<file path="src/rtl/assert_macros.svh">
// Assertion macros shared by the bitfile header parser RTL.
// Included by name in any module that checks its own logic; no other dependencies.
`ifndef ASSERT_MACROS_SVH
`define ASSERT_MACROS_SVH
`ifndef SYNTHESIS
// A property that must hold at every rising edge outside reset.
`define ASSERT_PROP(label, clk, rst, prop) \
   label: assert property (@(posedge clk) disable iff (rst) prop) \
      else $error("bitfile header parser: property violated");
// A condition that must never be seen at a rising edge outside reset.
`define ASSERT_NEVER(label, clk, rst, expr) \
   label: assert property (@(posedge clk) disable iff (rst) !(expr)) \
      else $error("bitfile header parser: forbidden condition seen");
`else
`define ASSERT_PROP(label, clk, rst, prop)
`define ASSERT_NEVER(label, clk, rst, expr)
`endif
`endif

</file>
<file path="src/rtl/fbhp_pkg.sv">
// Types, constants and the preamble table of the bitfile header parser.
// Used by the result skid buffer and the top level; no dependencies.
package fbhp_pkg;

   // Header layout.
   localparam logic [3:0] PREAMBLE_LEN     = 4'd13;
   localparam logic [3:0] PREAMBLE_LAST    = 4'd12;
   localparam logic [3:0] FINAL_LAST_INDEX = 4'd4;
   localparam logic [2:0] HEADER_CHUNKS    = 3'd4;

   // Parser phases.
   typedef enum logic [2:0] {
      PH_PREAMBLE  = 3'd0,
      PH_CHUNK_HDR = 3'd1,
      PH_CHUNK_SKIP = 3'd2,
      PH_FINAL     = 3'd3,
      PH_PAYLOAD   = 3'd4,
      PH_MISMATCH  = 3'd5,
      PH_TRUNCATED = 3'd6,
      PH_ENDED     = 3'd7
   } phase_type;

   // Result status codes.
   typedef enum logic [2:0] {
      ST_BUSY     = 3'd0,
      ST_DONE     = 3'd1,
      ST_PAYLOAD  = 3'd2,
      ST_MISMATCH = 3'd3,
      ST_TRUNC    = 3'd4,
      ST_END      = 3'd5
   } status_type;

   // Input transaction.
   typedef struct packed {
      logic [7:0] data_byte;
      logic       stream_end;
   } req_type;

   // Result transaction.
   typedef struct packed {
      status_type  status;
      logic [31:0] config_length;
      logic [7:0]  payload_byte;
   } rsp_type;

   // Expected preamble byte at a given position.
   function automatic logic [7:0] preamble_byte(input logic [3:0] idx);
      logic [7:0] val;
      unique case (idx)
         4'd0:    val = 8'h00;
         4'd1:    val = 8'h09;
         4'd2:    val = 8'h0F;
         4'd3:    val = 8'hF0;
         4'd4:    val = 8'h0F;
         4'd5:    val = 8'hF0;
         4'd6:    val = 8'h0F;
         4'd7:    val = 8'hF0;
         4'd8:    val = 8'h0F;
         4'd9:    val = 8'hF0;
         4'd10:   val = 8'h00;
         4'd11:   val = 8'h00;
         4'd12:   val = 8'h01;
         default: val = 8'h00;
      endcase
      return val;
   endfunction

endpackage

</file>
<file path="src/rtl/fbhp_skid.sv">
// Two-entry result buffer (output register plus skid register) for the parser.
// Depends on fbhp_pkg for the result transaction type.
module fbhp_skid import fbhp_pkg::*; (
   input  logic    clock,
   input  logic    reset,
   input  logic    in_valid,
   input  rsp_type in_data,
   output logic    in_stall,
   output logic    out_valid,
   input  logic    out_stall,
   output rsp_type out_data
);

   logic    out_valid_ff, out_valid_in;
   logic    skid_valid_ff, skid_valid_in;
   rsp_type out_data_ff, skid_data_ff;
   logic    out_take, in_fire, load_out, load_skid, move_skid;

   assign out_take  = out_valid_ff & ~out_stall;
   assign in_fire   = in_valid & ~skid_valid_ff;
   assign in_stall  = skid_valid_ff;
   assign out_valid = out_valid_ff;
   assign out_data  = out_data_ff;

   // Occupancy update: the skid entry drains into the output register first.
   always_comb begin
      out_valid_in  = out_valid_ff;
      skid_valid_in = skid_valid_ff;
      load_out      = 1'b0;
      load_skid     = 1'b0;
      move_skid     = 1'b0;
      if (out_take) begin
         out_valid_in = 1'b0;
      end
      if (skid_valid_ff && out_take) begin
         move_skid     = 1'b1;
         out_valid_in  = 1'b1;
         skid_valid_in = 1'b0;
      end
      if (in_fire) begin
         if (!out_valid_in) begin
            load_out     = 1'b1;
            out_valid_in = 1'b1;
         end else begin
            load_skid     = 1'b1;
            skid_valid_in = 1'b1;
         end
      end
   end

   // Control state.
   always_ff @(posedge clock) begin
      if (reset) begin
         out_valid_ff  <= 1'b0;
         skid_valid_ff <= 1'b0;
      end else begin
         out_valid_ff  <= out_valid_in;
         skid_valid_ff <= skid_valid_in;
      end
   end

   // Payload registers.
   always_ff @(posedge clock) begin
      if (move_skid) begin
         out_data_ff <= skid_data_ff;
      end else if (load_out) begin
         out_data_ff <= in_data;
      end
      if (load_skid) begin
         skid_data_ff <= in_data;
      end
   end

endmodule

</file>
<file path="src/rtl/fpga_bitfile_header_parser_unit.sv">
// Top level of the bitfile header parser: parsing state machine and result path.
// Depends on fbhp_pkg, fbhp_skid and assert_macros.svh.

// The parser takes one bitfile byte per transaction and answers every transaction
// with exactly one result. That result is on offer from the cycle after acceptance
// unless earlier results are still waiting for the receiver. A new byte can be
// accepted in every cycle: the phase, field index, chunk count, skip counter and
// length accumulator are computed combinationally and registered in the cycle of
// acceptance, and the result goes into a two-entry output buffer, so input is
// stalled only when both entries hold results that the receiver has not taken.
// Status reports header progress, the configuration length once the final
// length byte is seen, and each payload byte after that; a preamble mismatch,
// a truncated header or the end of the payload are sticky until reset.
module fpga_bitfile_header_parser_unit import fbhp_pkg::*; (
   input  logic    clock,
   input  logic    reset,
   input  logic    req_valid,
   output logic    req_stall,
   input  req_type req_data,
   output logic    rsp_valid,
   input  logic    rsp_stall,
   output rsp_type rsp_data
);

`include "assert_macros.svh"

   phase_type   phase_ff, phase_in;
   logic [3:0]  field_index_ff, field_index_in;
   logic [2:0]  chunk_number_ff, chunk_number_in;
   logic [15:0] skip_remaining_ff, skip_remaining_in;
   logic [31:0] length_ff, length_in;
   logic [15:0] skip_dec;
   logic [2:0]  chunk_inc;
   logic        req_accept;
   rsp_type     result;

   assign req_accept = req_valid & ~req_stall;
   assign skip_dec   = skip_remaining_ff - 16'd1;
   assign chunk_inc  = chunk_number_ff + 3'd1;

   // Next state and result for the byte presented at the input.
   always_comb begin
      phase_in             = phase_ff;
      field_index_in       = field_index_ff;
      chunk_number_in      = chunk_number_ff;
      skip_remaining_in    = skip_remaining_ff;
      length_in            = length_ff;
      result.status        = ST_BUSY;
      result.config_length = 32'd0;
      result.payload_byte  = 8'd0;
      unique case (phase_ff)
         PH_MISMATCH: begin
            result.status = ST_MISMATCH;
         end
         PH_TRUNCATED: begin
            result.status = ST_TRUNC;
         end
         PH_ENDED: begin
            result.status        = ST_END;
            result.config_length = length_ff;
         end
         PH_PAYLOAD: begin
            result.config_length = length_ff;
            if (req_data.stream_end) begin
               phase_in      = PH_ENDED;
               result.status = ST_END;
            end else begin
               result.status       = ST_PAYLOAD;
               result.payload_byte = req_data.data_byte;
            end
         end
         default: begin
            if (req_data.stream_end) begin
               phase_in      = PH_TRUNCATED;
               result.status = ST_TRUNC;
            end else begin
               unique case (phase_ff)
                  PH_PREAMBLE: begin
                     if (field_index_ff >= PREAMBLE_LEN ||
                         preamble_byte(field_index_ff) != req_data.data_byte) begin
                        phase_in      = PH_MISMATCH;
                        result.status = ST_MISMATCH;
                     end else if (field_index_ff == PREAMBLE_LAST) begin
                        phase_in       = PH_CHUNK_HDR;
                        field_index_in = 4'd0;
                     end else begin
                        field_index_in = field_index_ff + 4'd1;
                     end
                  end
                  PH_CHUNK_HDR: begin
                     // Designator, then the big-endian 16-bit chunk length.
                     if (field_index_ff == 4'd0) begin
                        field_index_in = 4'd1;
                     end else if (field_index_ff == 4'd1) begin
                        skip_remaining_in = {req_data.data_byte, 8'd0};
                        field_index_in    = 4'd2;
                     end else begin
                        skip_remaining_in = {skip_remaining_ff[15:8], req_data.data_byte};
                        field_index_in    = 4'd0;
                        if (skip_remaining_in == 16'd0) begin
                           chunk_number_in = chunk_inc;
                           phase_in = (chunk_inc >= HEADER_CHUNKS) ? PH_FINAL : PH_CHUNK_HDR;
                        end else begin
                           phase_in = PH_CHUNK_SKIP;
                        end
                     end
                  end
                  PH_CHUNK_SKIP: begin
                     skip_remaining_in = skip_dec;
                     if (skip_dec == 16'd0) begin
                        chunk_number_in = chunk_inc;
                        field_index_in  = 4'd0;
                        phase_in = (chunk_inc >= HEADER_CHUNKS) ? PH_FINAL : PH_CHUNK_HDR;
                     end
                  end
                  default: begin
                     // Final chunk: designator, then the 32-bit big-endian length.
                     if (field_index_ff == 4'd0) begin
                        length_in      = 32'd0;
                        field_index_in = 4'd1;
                     end else begin
                        length_in = {length_ff[23:0], req_data.data_byte};
                        if (field_index_ff >= FINAL_LAST_INDEX) begin
                           field_index_in       = 4'd0;
                           phase_in             = PH_PAYLOAD;
                           result.status        = ST_DONE;
                           result.config_length = length_in;
                        end else begin
                           field_index_in = field_index_ff + 4'd1;
                        end
                     end
                  end
               endcase
            end
         end
      endcase
   end

   // Parser state advances only on an accepted transaction.
   always_ff @(posedge clock) begin
      if (reset) begin
         phase_ff          <= PH_PREAMBLE;
         field_index_ff    <= 4'd0;
         chunk_number_ff   <= 3'd0;
         skip_remaining_ff <= 16'd0;
         length_ff         <= 32'd0;
      end else if (req_accept) begin
         phase_ff          <= phase_in;
         field_index_ff    <= field_index_in;
         chunk_number_ff   <= chunk_number_in;
         skip_remaining_ff <= skip_remaining_in;
         length_ff         <= length_in;
      end
   end

   // Result buffer between the parser and the receiver.
   fbhp_skid u_skid (
      .clock     (clock),
      .reset     (reset),
      .in_valid  (req_valid),
      .in_data   (result),
      .in_stall  (req_stall),
      .out_valid (rsp_valid),
      .out_stall (rsp_stall),
      .out_data  (rsp_data)
   );

   // The field index never runs past the preamble.
   `ASSERT_NEVER(a_preamble_index, clock, reset,
      phase_ff == PH_PREAMBLE && field_index_ff >= PREAMBLE_LEN)
   // A preamble mismatch is sticky.
   `ASSERT_PROP(a_mismatch_sticky, clock, reset,
      phase_ff == PH_MISMATCH |=> phase_ff == PH_MISMATCH)
   // No more than four header chunks are ever counted.
   `ASSERT_NEVER(a_chunk_count, clock, reset, chunk_number_ff > HEADER_CHUNKS)
   // The input is held off only while a result is on offer.
   `ASSERT_PROP(a_stall_needs_result, clock, reset, req_stall |-> rsp_valid)

endmodule

</file>
<file path="config.mk">
export PLATFORM = sky130hd
export DESIGN_NAME = fpga_bitfile_header_parser_unit
export DESIGN_NICKNAME = d
export VERILOG_FILES = /design/src/rtl/fbhp_pkg.sv /design/src/rtl/fbhp_skid.sv /design/src/rtl/fpga_bitfile_header_parser_unit.sv
export VERILOG_INCLUDE_DIRS = /design/src /design/src/rtl
export SDC_FILE = /design/constraint.sdc
export NUM_CORES = 1
export LEC_CHECK = 0
export ABC_AREA = 1
export BUFFER_PORTS_ARGS = -buffer_cell sky130_fd_sc_hd__buf_2
export CAP_MARGIN = 20
export CELL_PAD_IN_SITES_DETAIL_PLACEMENT = 1
export CELL_PAD_IN_SITES_GLOBAL_PLACEMENT = 2
export CORE_MARGIN = 2
export CORE_UTILIZATION = 39
export CTS_CLUSTER_DIAMETER = 120
export CTS_CLUSTER_SIZE = 16
export DETAILED_ROUTE_END_ITERATION = 10
export PLACE_DENSITY = 0.9
export SLEW_MARGIN = 10
export SYNTH_ARGS = -nofsm -noshare
export SYNTH_HDL_FRONTEND = slang
export SYNTH_SLANG_ARGS = --single-unit
</file>
<file path="constraint.sdc">
create_clock -name clock -period 7.9 [get_ports clock]
set_input_delay 1.58 -clock clock [delete_from_list [all_inputs] [get_ports clock]]
set_output_delay 1.58 -clock clock [all_outputs]
set_load 0.02 [all_outputs]
</file>
==> results.ini, run 1 <==
[grt]
track_usage=0.209
grt_max_degree=46
grt_overflow=0
grt_pass1_vias=5995
antenna_found_initial=0
grt_pass1_wl_um=32400

[floorplanning]
io_pins=58
dieWidth_um=139
core_area_um2=18000
start_util=0.398
die_h_um=139
row_count=49
dieArea_um2=19400

[sta]
fmax_mhz=282
final.min_clock_period_ns=3.54
worst_slew_pin_slew_ns=1.06
finalCritPeriodShare=0.448
hold_viol_final=0
slew_viol_final=0
hold_ws_ns=0.465
worst_slack_ns=4.36
worst_clock_skew_ns=0.0139
slew_headroom=0.290
tns_ns=0
finalSetupViolations=0
rsz0062_at_grt=no

[placement]
portBuffers=57
placed_area_um2=7660
placedCellCount=1107
preCtsSetupSlack_ns=3.93
dp_hpwl_um=13500
gp_congestion=0.841

[drt]
vias=5881
wire_per_inst_um=17.1
drc_errors=0
routed_via_density=5.16
drt_pass1_iterations=5
wl_um=19500
drt_iter0_drc=466
ant_nets=0

[layout]
areaGrowthSynthToFinish_pct=14.7
final_core_util=0.457
fillers=2172
fin_area_um2=8210
fin_nets=921
instances_no_fill=1139
n_antenna_cell=0
drive_above_1_share=0.140

[cts]
clockRootBuffer=clkbuf_16
cts_hold_buf=0
cts_made_buffers=17
cts_resized=0
clk_path_buf_depth=2
cts.clk_slew.worst_paths_ns=0.06
clock_latency_ns=0.44
post_cts.repair.setup_buffers=0
cts_tree=built
cts.sinks=150
cts_max_level=4

[critical_path]
cp_common_cell=nand2_1
worstPathRequired_ns=8.22
cp_slowest_stage_delay_ns=0.67
crit_slowest_cell=buf_2
criticalPathCategory=in2reg
crit_chain=buf_2 > inv_1 > o211ai_1 > ha_1 > nand2_1 > nand2_1 > nand2_1 > nand2_1
crit_fanout=43
start_kind=input pin
crit_path_end_kind=flop
cp.arrival_ns=3.86

[yosys]
synth.largest_area_cell=edfxtp_1
synth-seq-area-share=0.540
synth_common_cells=290 x nand2_1, 86 x edfxtp_1, 81 x inv_1
syn_nets=873
synth_cell_types=39
synth_edf_count=86
netlist_instances=849
synthTopCellsByArea=edfxtp_1 36%, dfxtp_1 18%, nand2_1 15%, inv_1 4.3%, a21oi_1 3.5%
avgSynthCellArea_um2=8.42
synth_seq_cells=150
synth_most_common_cell=nand2_1
syn_area_um2=7150
synth_flop_cell=edfxtp_1
synth_top_area_share=0.361
ys_warn_count=0
async_flop_share=0

[power_and_ir_drop]
ir_drop_v=0.000174
power_mw=2.00
powerDensity_nw_per_um2=243
p_leak_nw=3.33

[flow_run]
cap_viol_max_count=0

[run_status]
status=finished clean

[hold_path]
min_path_type=reg2reg

==> final timing paths <==
check	cells past startpoint	start	slack [ns]	endpoint
min	2	length_ff[28]$_SDFFE_PP0P_	0.47	length_ff[28]$_SDFFE_PP0P_
max	8	reset	4.36	flop
min reg2reg	2	length_ff[28]$_SDFFE_PP0P_	0.47	length_ff[28]$_SDFFE_PP0P_
max reg2reg	20	skip_remaining_ff[0]$_SDFFE_PP0P_	4.70	flop
==> kinds of logic (layout without fill, tap and decap cells) <==
| group | after synthesis | after routing | share of synthesized area |
|---|---|---|---|
| and+or+nand+nor | 410 | 410 | 0.238 |
| DFF | 150 | 150 | 0.540 |
| AOI/OAI and AO/OA | 145 | 145 | 0.126 |
| buffers and inverters | 124 | 185 | 0.0660 |
| adders and majority gates | 11 | 11 | 0.0192 |
| xor gates and xnor gates | 9 | 9 | 0.0110 |
==> cells in the final DEF (no fill, tap or decap), types with 3 or more instances in the layout <==
master / Yosys / routed
nor2_2: 8 / 9
a211oi_1: 3 / 3
nand3_1: 31 / 31
nor2_1: 57 / 55
inv_1: 81 / 81
nor3_1: 3 / 3
inv_2: 6 / 6
a21oi_1: 50 / 50
o31ai_1: 8 / 8
o21ai_0: 36 / 36
edfxtp_1: 86 / 86
a31oi_1: 12 / 12
clkbuf_16: 0 / 17
xor2_1: 7 / 7
inv_6: 0 / 5
ha_1: 11 / 11
dfxtp_1: 64 / 64
nand2_2: 6 / 6
clkinvlp_4: 0 / 3
nand4_1: 7 / 7
o32ai_1: 25 / 25
buf_2: 2 / 57
nor2_4: 3 / 4
buf_4: 1 / 7
nand2_1: 290 / 290
==> flip-flops by register name (all words and copies together) (netlist names), named ones only <==
register             flops
u_skid.in_stall          1
phase_ff                 3
u_skid.skid_data_ff     43
field_index_ff           4
u_skid.out_valid         1
skip_remaining_ff       16
chunk_number_ff          3
u_skid.out_data         43
length_ff               32
==> critical path: cells and delay by family <==
family                     cells  cell delay [ns]
AOI/OAI and AO/OA              1             0.41
adders and majority gates      1             0.31
buffers and inverters          2             1.29
and+or+nand+nor                4             0.25
==> per-layer routing <==
metal	global-route usage	up-vias	wire [um]
li1	-	2931	-
met1	0.304	2821	9800
met2	0.323	110	8790
met3	0.0337	19	627
met4	0.0627	0	248
met5	0	-	0
==> report_power, final <==
group / internal [mW] / leakage, nW / switching [mW]
clock network: 0.410 / 0.262 / 0.355
logic: 0.0965 / 1.72 / 0.251
registers: 0.863 / 1.35 / 0.0235
total: 1.37 / 3.33 / 0.629
==> area by class of cell <==
class | count | area (um^2) | area share
timing repair buffer | 64 | 338 | 0.0412
clock buffer | 18 | 429 | 0.0523
tap | 229 | 287 | 0.0349
inverter | 89 | 334 | 0.0407
sequential | 150 | 3860 | 0.471
multi-input combinational | 575 | 2840 | 0.346
clock inverter | 14 | 116 | 0.0142
Note: power is estimated with default switching activity, not from simulation.
==> run 2, diff against run 1 <==
--- a/config.mk
+++ b/config.mk
@@ -6,17 +6,17 @@
 export SDC_FILE = /design/constraint.sdc
 export NUM_CORES = 1
 export LEC_CHECK = 0
-export ABC_AREA = 1
+export ABC_AREA = 0
 export BUFFER_PORTS_ARGS = -buffer_cell sky130_fd_sc_hd__buf_2
 export CAP_MARGIN = 20
 export CELL_PAD_IN_SITES_DETAIL_PLACEMENT = 1
 export CELL_PAD_IN_SITES_GLOBAL_PLACEMENT = 2
 export CORE_MARGIN = 2
-export CORE_UTILIZATION = 39
+export CORE_UTILIZATION = 40
 export CTS_CLUSTER_DIAMETER = 120
 export CTS_CLUSTER_SIZE = 16
 export DETAILED_ROUTE_END_ITERATION = 10
-export PLACE_DENSITY = 0.9
+export PLACE_DENSITY = 0.86
 export SLEW_MARGIN = 10
 export SYNTH_ARGS = -nofsm -noshare
 export SYNTH_HDL_FRONTEND = slang
==> constraint.sdc (replaced) <==
create_clock -name clock -period 3.7 [get_ports clock]
set_input_delay 0.74 -clock clock [delete_from_list [all_inputs] [get_ports clock]]
set_output_delay 0.74 -clock clock [all_outputs]
set_load 0.02 [all_outputs]
==> results.ini, run 2 <==
[grt]
grt_pass1_vias=5653  ; -5.7%
grt_pass1_wl_um=30400  ; -6.0%
track_usage=0.209  ; about the same
grt_max_degree=44  ; -4.3%
antenna_found_initial=0  ; unchanged
grt_overflow=0  ; unchanged

[yosys]
avgSynthCellArea_um2=10.8  ; +28%
synth_seq_cells=150  ; unchanged
ys_warn_count=0  ; unchanged
async_flop_share=0  ; unchanged
synth_flop_cell=edfxtp_1
netlist_instances=658  ; -22%
syn_nets=682  ; -22%
synth_top_area_share=0.364  ; +0.00267
synth_most_common_cell=edfxtp_1
synth-seq-area-share=0.544  ; +0.00400
synthTopCellsByArea=edfxtp_1 36%, dfxtp_1 18%, mux2_2 7.3%, a21oi_1 4.1%, a22o_1 4.1%
synth_edf_count=86  ; unchanged
syn_area_um2=7100  ; -0.73%
synth.largest_area_cell=edfxtp_1
synth_common_cells=86 x edfxtp_1, 64 x dfxtp_1, 58 x a21oi_1
synth_cell_types=60  ; +54%

[placement]
preCtsSetupSlack_ns=-0.0341  ; -3.96 ns
placedCellCount=916  ; -17%
gp_congestion=0.868  ; +3.3%
dp_hpwl_um=12400  ; -8.0%
portBuffers=57  ; unchanged

[cts]
clk_path_buf_depth=2  ; unchanged
clock_latency_ns=0.44  ; about the same
cts_max_level=4  ; unchanged
cts_tree=built
cts.sinks=150  ; unchanged
cts_hold_buf=0  ; unchanged
clockRootBuffer=clkbuf_16
cts.clk_slew.worst_paths_ns=0.06  ; about the same
cts_made_buffers=17  ; unchanged

[critical_path]
crit_fanout=7  ; -84%
criticalPathCategory=reg2reg
crit_slowest_cell=or4b_4
crit_path_end_kind=flop
crit_chain=inv_1 > ha_1 > or4b_4 > nor3_4 > xor2_2 > nor4_4 > o21ai_2 > buf_6 > nor2_1 > a211oi_2 > inv_1 > ha_1 > nor2b_1 > a32o_1 > nor3_1 > o22ai_1
path_buf_inv=3  ; +1
worstPathRequired_ns=4.02  ; -4.20 ns
crit_family=simple AND/OR/NAND/NOR gates
cp_slowest_stage_delay_ns=0.54  ; -0.13 ns
start_kind=flop
cp.arrival_ns=3.81  ; -0.05 ns

[sta]
hold_ws_ns=0.459  ; -0.00616 ns
fmax_mhz=287
slew_headroom=0.508  ; +0.217
worst_clock_skew_ns=0.0137  ; -0.000240 ns
final.min_clock_period_ns=3.49
worst_slew_pin_slew_ns=0.738  ; -0.325 ns
hold_viol_final=0  ; unchanged
worst_slack_ns=0.213  ; -4.15 ns
finalCritPeriodShare=0.942
slew_viol_final=0  ; unchanged
finalSetupViolations=0  ; unchanged

[hold_path]
min_path_type=reg2reg

[run_status]
status=finished clean

[drt]
ant_nets=0  ; unchanged
wl_um=18900  ; -3.2%
dr.max_layer_used=met4
wire_per_inst_um=19.7  ; +15%
met2WireLength_um=9240  ; +5.0%
routed_via_density=5.74  ; +11%
drt_iter0_drc=547  ; +17%
wirelength_met1_um=8510  ; -13%
drt_pass1_iterations=5  ; unchanged
met3_wirelength_um=673  ; +7.3%
drc_errors=0  ; unchanged
vias=5496  ; -6.5%

[layout]
layout_common_cells=86 x edfxtp_1, 63 x dfxtp_1, 57 x buf_2
instances_no_fill=957  ; -16%
fin_nets=743  ; -19%
areaGrowthSynthToFinish_pct=18.3
fillers=1889  ; -13%
final_core_util=0.486  ; +0.0289
drive_above_1_share=0.253  ; +0.113
n_antenna_cell=0  ; unchanged
final_common_cell=edfxtp_1

[floorplanning]
core_area_um2=17300  ; -3.7%
dieArea_um2=18800  ; -3.1%
io_pins=58  ; unchanged
dieWidth_um=137  ; -1.6%
start_util=0.410  ; +0.0123
row_count=48  ; -2.0%
die_h_um=137  ; -1.6%

[power_and_ir_drop]
p_leak_nw=3.14  ; -5.7%
ir_drop_v=0.000364  ; +110%
powerDensity_nw_per_um2=517  ; +110%

[flow_run]
cap_viol_max_count=0  ; unchanged

-- run 2: changes by cell type after synthesis, sizes merged, moves of 9 or more --
| cell | delta |
|---|---|
| nand2 | -240 |
| nor3 | +18 |
| and2 | +11 |
| nor4 | +9 |
| nor2 | -26 |
| a31oi | -9 |
| clkbuf | +14 |
| a22oi | +11 |
| mux2 | +46 |
| inv | -76 |
| o21ai | -16 |
| o32ai | -25 |
| a22o | +33 |
-- run 2: report_power, final --
part	leakage (nW)	internal (mW)	total [mW]	switching (mW)
combinational	1.49	0.194	0.564	0.371
sequential	1.35	1.83	1.88	0.0492
clock	0.307	1.20	1.90	0.697
-- run 2: what timing repair did --
action | 4_1_cts | 5_1_grt
resized for setup | 1 | 8
buffers inserted | 0 | 7
cloned | 0 | 0
pin swaps | 0 | 3
setup endpoints to repair | 2 | 3
-- run 2: area by class of cell --
| type | instances | area, um^2 | area share |
|---|---|---|---|
| Clock buffer | 21 | 440 | 0.0524 |
| Clock inverter | 11 | 198 | 0.0235 |
| Inverter | 11 | 41.3 | 0.00492 |
| Multi-Input combinational cell | 448 | 3010 | 0.358 |
| Sequential cell | 150 | 3860 | 0.460 |
| Tap cell | 225 | 282 | 0.0335 |
| Timing Repair Buffer | 91 | 564 | 0.0672 |
-- run 2: final timing paths --
path	depth (start not counted)	slack [ns]	from	to
hold reg to reg	2	0.46	length_ff[27]$_SDFFE_PP0P_	length_ff[27]$_SDFFE_PP0P_
setup / recovery	16	0.21	skip_remaining_ff[1]$_SDFFE_PP0P_	flop
setup reg to reg	16	0.21	skip_remaining_ff[1]$_SDFFE_PP0P_	flop
hold / removal	2	0.46	length_ff[27]$_SDFFE_PP0P_	length_ff[27]$_SDFFE_PP0P_
-- run 2: metal layers --
metal  vias up  GRT usage
met1      2754      0.268
met5         -          0
li1       2574          -
met3        30     0.0486
met2       138      0.345
met4         0     0.0762
-- run 2: worst reg2reg max path, cell delays in order (launching register included) --
cell and delay (ns):
dfxtp_1 0.35, inv_1 0.10, ha_1 0.17, or4b_4 0.54, nor3_4 0.22, xor2_2 0.22, nor4_4 0.08, o21ai_2 0.27
buf_6 0.17, nor2_1 0.07, a211oi_2 0.19, inv_1 0.10, ha_1 0.18, nor2b_1 0.14, a32o_1 0.28, nor3_1 0.18
o22ai_1 0.11
-- run 2: cells by family after synthesis --
| kind of cell | synth area share |
|---|---|
| simple gates | 0.150 |
| compound gates | 0.155 |
| flops | 0.544 |
| buf+inv | 0.0416 |
| mux | 0.0758 |
| xor+xnor | 0.0136 |
| fa+ha+maj | 0.0194 |
-- run 2: through the flow --
stage	setup TNS, ns	total power [mW]	area (um^2)
finish	0	4.34	8400
global route	-0.0130	4.49	8400
CTS	0	4.34	8270
detailed placement	-0.0659	2.44	7620
global placement	0	2.42	7620
floorplan	0	2.28	7100
